**config.mk**
```make
export PLATFORM = sky130hd
export DESIGN_NAME = channel_rssi_rank_select
export DESIGN_NICKNAME = d
export VERILOG_FILES = /design/src/rtl/rrs_pkg.sv /design/src/rtl/channel_rssi_rank_select.sv /design/src/rtl/rrs_mem.sv /design/src/rtl/rrs_seq.sv
export SDC_FILE = /design/constraint.sdc
export NUM_CORES = 1
export LEC_CHECK = 0
export BUFFER_PORTS_ARGS = -buffer_cell sky130_fd_sc_hd__buf_4
export CORE_MARGIN = 4
export CORE_UTILIZATION = 30
export CTS_BUF_LIST = sky130_fd_sc_hd__clkbuf_8
export DETAILED_ROUTE_END_ITERATION = 6
export SYNTH_ARGS = -nofsm -noshare
export SYNTH_HDL_FRONTEND = slang
export SYNTH_SLANG_ARGS = --single-unit
```
**constraint.sdc**
```tcl
create_clock -name clk -period 4.9 [get_ports clk]
set_input_delay 0.49 -clock clk [delete_from_list [all_inputs] [get_ports clk]]
set_output_delay 0.49 -clock clk [all_outputs]
set_load 0.005 [all_outputs]
```
**src/rtl/rrs_pkg.sv**
```systemverilog
// ----------------------------------------------------------------------------
// rrs_pkg
// Shared constants and types for the channel signal-strength rank selector.
// ----------------------------------------------------------------------------
`default_nettype none

package rrs_pkg;

    localparam int CHANNELS_DEF = 16;

    localparam int COUNT_W = 5;
    localparam int CH_W    = 4;
    localparam int STR_W   = 8;
    localparam int RANK_W  = 4;

    localparam logic [COUNT_W-1:0] COUNT_RESET  = 5'd16;
    localparam logic [STR_W-1:0]   PAD_STRENGTH = 8'hFF;

    localparam logic FUNC_STORE = 1'b0;
    localparam logic FUNC_QUERY = 1'b1;

    typedef enum logic {
        ST_IDLE,
        ST_SCAN
    } rrs_state_t;

endpackage

`default_nettype wire

```
**src/rtl/channel_rssi_rank_select.sv**
```systemverilog
// ----------------------------------------------------------------------------
// channel_rssi_rank_select
// Per-channel signal-strength table with stable ascending rank lookup.
// ----------------------------------------------------------------------------
// A store transaction (func 0) writes one channel's strength on acceptance and
// gives no result; busy stays low. A query transaction (func 1) returns the
// channel and strength at the given ascending rank over the first
// channel_count channels, equal strengths ordered by channel. A rank at or
// beyond the ranked count answers in the cycle after acceptance with the rank as
// channel and 255 as strength. Otherwise the search tests candidate channels
// in order, each by a full scan of the table through the single read port,
// and it answers when a candidate's count of entries ranked before it equals
// the rank. done pulses for exactly one cycle with the result and cannot be
// held off; busy is low again in that cycle, so the next transaction may
// start. The table reads as zero after reset; write cfg_wdata only while
// idle.
// ----------------------------------------------------------------------------
`default_nettype none

module channel_rssi_rank_select #(
    parameter int CHANNELS = rrs_pkg::CHANNELS_DEF
) (
    input  wire logic                        clk,
    input  wire logic                        rst_n,
    input  wire logic                        start,
    output logic                             busy,
    input  wire logic                        func,
    input  wire logic [rrs_pkg::CH_W-1:0]    channel,
    input  wire logic [rrs_pkg::STR_W-1:0]   strength,
    input  wire logic [rrs_pkg::RANK_W-1:0]  rank,
    input  wire logic                        cfg_we,
    input  wire logic [rrs_pkg::COUNT_W-1:0] cfg_wdata,
    output logic                             done,
    output logic      [rrs_pkg::CH_W-1:0]    ranked_channel,
    output logic      [rrs_pkg::STR_W-1:0]   ranked_strength
);

    import rrs_pkg::*;

    localparam int AW = $clog2(CHANNELS);

    logic [COUNT_W-1:0] channel_count_reg;
    logic               mem_wr_en;
    logic [AW-1:0]      mem_wr_addr;
    logic [STR_W-1:0]   mem_wr_data;
    logic [AW-1:0]      mem_rd_addr;
    logic [STR_W-1:0]   mem_rd_data;

    always_ff @(posedge clk or negedge rst_n)
    begin
        if (!rst_n)
        begin
            channel_count_reg <= COUNT_RESET;
        end
        else if (cfg_we)
        begin
            channel_count_reg <= cfg_wdata;
        end
    end

    rrs_seq #(
        .CHANNELS (CHANNELS)
    ) u_seq (
        .clk             (clk),
        .rst_n           (rst_n),
        .start           (start),
        .busy            (busy),
        .func            (func),
        .channel         (channel),
        .strength        (strength),
        .rank            (rank),
        .channel_count   (channel_count_reg),
        .done            (done),
        .ranked_channel  (ranked_channel),
        .ranked_strength (ranked_strength),
        .mem_wr_en       (mem_wr_en),
        .mem_wr_addr     (mem_wr_addr),
        .mem_wr_data     (mem_wr_data),
        .mem_rd_addr     (mem_rd_addr),
        .mem_rd_data     (mem_rd_data)
    );

    rrs_mem #(
        .CHANNELS (CHANNELS)
    ) u_mem (
        .clk     (clk),
        .rst_n   (rst_n),
        .wr_en   (mem_wr_en),
        .wr_addr (mem_wr_addr),
        .wr_data (mem_wr_data),
        .rd_addr (mem_rd_addr),
        .rd_data (mem_rd_data)
    );

endmodule

`default_nettype wire

```
**src/rtl/rrs_mem.sv**
```systemverilog
// ----------------------------------------------------------------------------
// rrs_mem
// Strength table: one write port, one read port with registered data.
// Per-entry valid bits make unwritten entries read as zero after reset.
// ----------------------------------------------------------------------------
`default_nettype none

module rrs_mem #(
    parameter int CHANNELS = rrs_pkg::CHANNELS_DEF,
    localparam int AW      = $clog2(CHANNELS)
) (
    input  wire logic                     clk,
    input  wire logic                     rst_n,
    input  wire logic                     wr_en,
    input  wire logic [AW-1:0]            wr_addr,
    input  wire logic [rrs_pkg::STR_W-1:0] wr_data,
    input  wire logic [AW-1:0]            rd_addr,
    output logic      [rrs_pkg::STR_W-1:0] rd_data
);

    import rrs_pkg::*;

    logic [STR_W-1:0]    mem [CHANNELS];
    logic [CHANNELS-1:0] valid_reg;
    logic [STR_W-1:0]    rd_data_reg;
    logic                rd_vld_reg;

    always_ff @(posedge clk or negedge rst_n)
    begin
        if (!rst_n)
        begin
            valid_reg <= '0;
        end
        else if (wr_en)
        begin
            valid_reg[wr_addr] <= 1'b1;
        end
    end

    always_ff @(posedge clk)
    begin
        if (wr_en)
        begin
            mem[wr_addr] <= wr_data;
        end
        rd_data_reg <= mem[rd_addr];
        rd_vld_reg  <= valid_reg[rd_addr];
    end

    assign rd_data = rd_vld_reg ? rd_data_reg : '0;

endmodule

`default_nettype wire

```
**src/rtl/rrs_seq.sv**
```systemverilog
// ----------------------------------------------------------------------------
// rrs_seq
// Transaction sequencer: stores strengths and runs the stable rank search,
// one candidate channel at a time, scanning the table through the read port.
// ----------------------------------------------------------------------------
`default_nettype none

module rrs_seq #(
    parameter int CHANNELS = rrs_pkg::CHANNELS_DEF,
    localparam int AW      = $clog2(CHANNELS),
    localparam int CW      = $clog2(CHANNELS + 1)
) (
    input  wire logic                        clk,
    input  wire logic                        rst_n,
    input  wire logic                        start,
    output logic                             busy,
    input  wire logic                        func,
    input  wire logic [rrs_pkg::CH_W-1:0]    channel,
    input  wire logic [rrs_pkg::STR_W-1:0]   strength,
    input  wire logic [rrs_pkg::RANK_W-1:0]  rank,
    input  wire logic [rrs_pkg::COUNT_W-1:0] channel_count,
    output logic                             done,
    output logic      [rrs_pkg::CH_W-1:0]    ranked_channel,
    output logic      [rrs_pkg::STR_W-1:0]   ranked_strength,
    output logic                             mem_wr_en,
    output logic      [AW-1:0]               mem_wr_addr,
    output logic      [rrs_pkg::STR_W-1:0]   mem_wr_data,
    output logic      [AW-1:0]               mem_rd_addr,
    input  wire logic [rrs_pkg::STR_W-1:0]   mem_rd_data
);

    import rrs_pkg::*;

    rrs_state_t       state_reg, state_next;
    logic [CW-1:0]    j_reg, j_next;
    logic [AW-1:0]    k_reg, k_next;
    logic             done_reg, done_next;
    logic [CW-1:0]    pos_reg, pos_next;
    logic [STR_W-1:0] vk_reg, vk_next;
    logic [RANK_W-1:0] rank_reg, rank_next;
    logic [CH_W-1:0]  res_ch_reg, res_ch_next;
    logic [STR_W-1:0] res_str_reg, res_str_next;

    logic [CW-1:0]    n_eff;
    logic [CW-1:0]    j_prev;
    logic             hit;
    logic [CW-1:0]    pos_sum;
    logic             accept;

    assign n_eff = (32'(channel_count) > 32'(CHANNELS)) ? CW'(CHANNELS) : CW'(channel_count);
    assign accept = start && (state_reg == ST_IDLE);

    assign j_prev  = j_reg - CW'(1);
    assign hit     = (mem_rd_data < vk_reg)
                     || ((mem_rd_data == vk_reg) && (32'(j_prev) < 32'(k_reg)));
    assign pos_sum = pos_reg + CW'(hit);

    assign mem_wr_addr = AW'(channel);
    assign mem_wr_data = strength;

    always_comb
    begin
        state_next   = state_reg;
        j_next       = j_reg;
        k_next       = k_reg;
        done_next    = 1'b0;
        pos_next     = pos_reg;
        vk_next      = vk_reg;
        rank_next    = rank_reg;
        res_ch_next  = res_ch_reg;
        res_str_next = res_str_reg;
        mem_wr_en    = 1'b0;
        mem_rd_addr  = '0;

        case (state_reg)
            ST_IDLE:
            begin
                if (accept)
                begin
                    if (func == FUNC_STORE)
                    begin
                        mem_wr_en = (32'(channel) < 32'(CHANNELS));
                    end
                    else if (32'(rank) < 32'(n_eff))
                    begin
                        state_next = ST_SCAN;
                        j_next     = '0;
                        k_next     = '0;
                        rank_next  = rank;
                    end
                    else
                    begin
                        done_next    = 1'b1;
                        res_ch_next  = rank;
                        res_str_next = PAD_STRENGTH;
                    end
                end
            end
            ST_SCAN:
            begin
                if (j_reg == '0)
                begin
                    vk_next     = mem_rd_data;
                    pos_next    = '0;
                    mem_rd_addr = j_reg[AW-1:0];
                    j_next      = j_reg + CW'(1);
                end
                else if (j_reg != n_eff)
                begin
                    pos_next    = pos_sum;
                    mem_rd_addr = j_reg[AW-1:0];
                    j_next      = j_reg + CW'(1);
                end
                else if (32'(pos_sum) == 32'(rank_reg))
                begin
                    done_next    = 1'b1;
                    res_ch_next  = CH_W'(k_reg);
                    res_str_next = vk_reg;
                    state_next   = ST_IDLE;
                end
                else
                begin
                    k_next      = k_reg + AW'(1);
                    mem_rd_addr = k_reg + AW'(1);
                    j_next      = '0;
                end
            end
            default:
            begin
                state_next = ST_IDLE;
            end
        endcase
    end

    always_ff @(posedge clk or negedge rst_n)
    begin
        if (!rst_n)
        begin
            state_reg <= ST_IDLE;
            j_reg     <= '0;
            k_reg     <= '0;
            done_reg  <= 1'b0;
        end
        else
        begin
            state_reg <= state_next;
            j_reg     <= j_next;
            k_reg     <= k_next;
            done_reg  <= done_next;
        end
    end

    always_ff @(posedge clk)
    begin
        pos_reg     <= pos_next;
        vk_reg      <= vk_next;
        rank_reg    <= rank_next;
        res_ch_reg  <= res_ch_next;
        res_str_reg <= res_str_next;
    end

    assign busy            = (state_reg != ST_IDLE);
    assign done            = done_reg;
    assign ranked_channel  = res_ch_reg;
    assign ranked_strength = res_str_reg;

endmodule

`default_nettype wire
```
==> results.toml <==
[timing]
setup_viol = 0
fmaxAchievable_mhz = 211
skew_ns = 0.0198
final.period_utilization_pct = 96.9
worstMarginPinSlew_ns = 1.21
post-route-min-period_ns = 4.75
maxSlewViolCount = 0
hold_violations = 0
fin_ws_ns = 0.150
slew-limit-headroom_pct = 19.0

[global_routing]
grt_pass1_vias = 5544
overflow = 0
track_usage_pct = 13.6
grt_antenna_before_repair = 0
grt_max_degree = 47
grt_pass1_wl_um = 32600

[placement]
port_buffers = 39
gp_congestion = 0.804
preCtsSetupSlack_ns = -0.0108
place_inst = 1078
hpwl_um = 14200

[power]
p_leak_nw = 3.78
p_int_mw = 3.51
p_switching_mw = 2.20
ir_drop_mv = 0.225
power.total_mw = 5.71
switching_share_pct = 38.6
p_comb_share_pct = 42.1
cellPowerDensity_nw_per_um2 = 562
clock_power_share_pct = 19.9
pwr-share-seq_pct = 38.0

[cells_and_area]
final_cell_mix = "157 x edfxtp_1, 76 x buf_4, 43 x nand2_1, 42 x a211oi_1, 40 x and3_1"
final_cell_count_no_fill = 1114
largest_register_ffs = 128
drive_above_1_share_pct = 22.2
final_common_cell = "edfxtp_1"
post-route-util_pct = 35.5
fin_nets = 762
area_delta_synth_final_pct = 17.1
antenna_cells = 0

[synth]
syn_avg_cell_area_sq_um = 13.4
synth_warnings = 0
syn_nets = 695
synthArstFlopShare_pct = 16.2
synth_seq_area_share_pct = 65.6
synth_seq_cells = 198
synth_ff_type = "edfxtp_1"
netlist_area_sq_um = 8680
netlist_instances = 650
synth_edf_count = 157
ys_types = 63

[hold_path]
hold_depth = 2
worst_hold_path.endpoint = "channel_count_reg[4]"
hold_path.startpoint = "cfg_we"
hp-class = "in2reg"

[job]
drv_cap = 0

[setup_path]
criticalPathCategory = "reg2reg"
worstReg2RegStart = "u_mem.rd_vld_reg"
ff2ff_setup_slack_ns = 0.15
startpoint_type = "flip-flop"
cp_data_arrival_time_ns = 5.17
reg2reg_to = "u_mem.rd_data_reg[7]"
cp-end-kind = "flip-flop"
crit_required_ns = 5.32
crit_fanout = 26
reg2reg_depth = 22

[routing]
wl_per_cell_um = 19.1
drt-vias-per-instance = 5.06
drc = 0
drt_iter0_markers = 479
first_pass_iters = 4
ant_nets = 0
vias = 5633
wirelength_um = 21300

[floorplan]
core_area_sq_um = 28600
die_area_sq_um = 31700
die_w_um = 178
dieHeight_um = 178
start_util_pct = 30.3
num_io_pins = 40
row_count = 62

[cts]
clkSinkCount = 198
cts_max_level = 4
clock_path_buffers = 2
cts_tree = "built"
numCtsBuffers = 17
clk_pin_slew_ns = 0.12
clockRootBuffer = "clkbuf_8"
insertion_delay_ns = 0.49

[outcome]
status = "completed"
-- critical path, stage by stage, from the launching register on --
cell     delay (ns)
dfxtp_4        0.36
buf_4          0.14
and2_1         0.15
ha_1           0.29
o21a_1         0.12
o21a_1         0.17
o21a_1         0.17
o21a_1         0.17
o21a_1         0.16
o21a_1         0.17
o21ai_2        0.11
ha_2           0.20
ha_2           0.28
xor2_1         0.16
nor2_1         0.06
and4_4         0.20
or4_1          0.52
nand2_2        0.11
buf_12         0.19
buf_4          0.25
nand2_1        0.08
a31oi_1        0.39
a221o_1        0.23
-- synth_stat cells, types with 3 or more instances --
master	number	share of area, %
nor4_1	7	0.50
xor2_1	9	0.91
or3_1	3	0.22
mux2_2	10	1.3
o21a_1	7	0.61
a221o_1	7	0.81
a21oi_1	3	0.17
o22ai_1	3	0.22
nand2_1	43	1.9
nor2_1	25	1.1
a211o_1	4	0.40
buf_4	4	0.35
dfxtp_1	9	2.1
nor3_1	10	0.58
mux2i_1	7	0.81
a21o_1	4	0.35
edfxtp_1	157	54
nand4_1	3	0.22
a2111oi_0	7	0.71
inv_1	20	0.86
a31oi_1	9	0.65
nand3b_1	5	0.43
nor2b_1	7	0.50
xnor2_1	3	0.30
clkbuf_1	19	0.82
and3_1	40	2.9
a21boi_0	8	0.69
a211oi_1	44	3.8
and2_1	9	0.65
o21ai_0	19	1.1
or2_2	16	1.2
nand3_1	26	1.5
nand2b_1	3	0.22
dfrtp_1	31	8.9
buf_2	8	0.46
o211ai_1	7	0.61
ha_1	19	2.7
-- repair_timing --
item / in CTS / in global routing
endpoints found under the setup margin: 3 / 9
pin swaps: 0 / 6
buffers inserted: 0 / 3
gates cloned: 0 / 0
gates resized for setup: 5 / 19
hold endpoints to repair: 31 / 0
hold buffers: 1 / 0
-- area by class of cell --
class	count	area (sq um)
multi-input cells	398	2830
well taps	384	480
clock inverters	15	206
repair buffers	81	634
clock buffers	17	234
inverters	21	78.8
flip-flops and latches	198	5700
fillers	2758	18500
-- worst max path at each step --
stage / endpoint / cells past startpoint / slack, ns / startpoint
final: u_mem.rd_data_reg[7] / 22 / 0.15 / u_mem.rd_vld_reg
after global routing: u_mem.rd_data_reg[0] / 23 / -0.02 / u_mem.rd_vld_reg
after CTS: u_mem.rd_data_reg[7] / 21 / 0.04 / u_mem.rd_vld_reg
after detailed placement: u_mem.rd_data_reg[0] / 21 / -0.01 / u_mem.rd_vld_reg
after global placement: u_mem.rd_data_reg[0] / 21 / 0.1 / u_mem.rd_vld_reg
after floorplan: u_mem.rd_data_reg[3] / 23 / 0.41 / u_mem.rd_vld_reg
-- cell families after synthesis --
| family | count (synthesis) | synth area share, % |
|---|---|---|
| DFF | 198 | 65.6 |
| and+or+nand+nor | 210 | 13.2 |
| AOI/OAI and AO/OA | 139 | 12.1 |
| xor gates and xnor gates | 13 | 1.48 |
| adders and majority gates | 19 | 2.74 |
| muxes | 17 | 2.10 |
| buffers and inverters | 54 | 2.71 |
-- metal layers --
metal / track usage, % / share of wire [%] / wire length (um)
met2: 21.8 / 47 / 10100
met1: 18.8 / 46 / 9890
met5: 0 / 0 / 0
met4: 3.22 / 1.1 / 242
met3: 3.29 / 5.1 / 1080
-- metrics by stage --
stage          instance area, sq um  TNS [ns]  hold WS [ns]
2_1_floorplan                  8680         0         0.194
3_3_place_gp                   9590         0         0.447
3_5_place_dp                   9590   -0.0108         0.447
4_1_cts                       10100         0         0.177
5_1_grt                       10200   -0.0323         0.174
6_report                      10200         0         0.199
-- power groups by stage --
stage                     registers (mW)  logic, mW  clock network, mW
after global routing                2.19       2.62               1.24
after global placement              2.20       2.25                  0
final                               2.17       2.40               1.14
after floorplan                     2.14       1.55                  0
after detailed placement            2.20       2.27                  0
after CTS                           2.17       2.30               1.16
(Power assumes the default switching activity.)
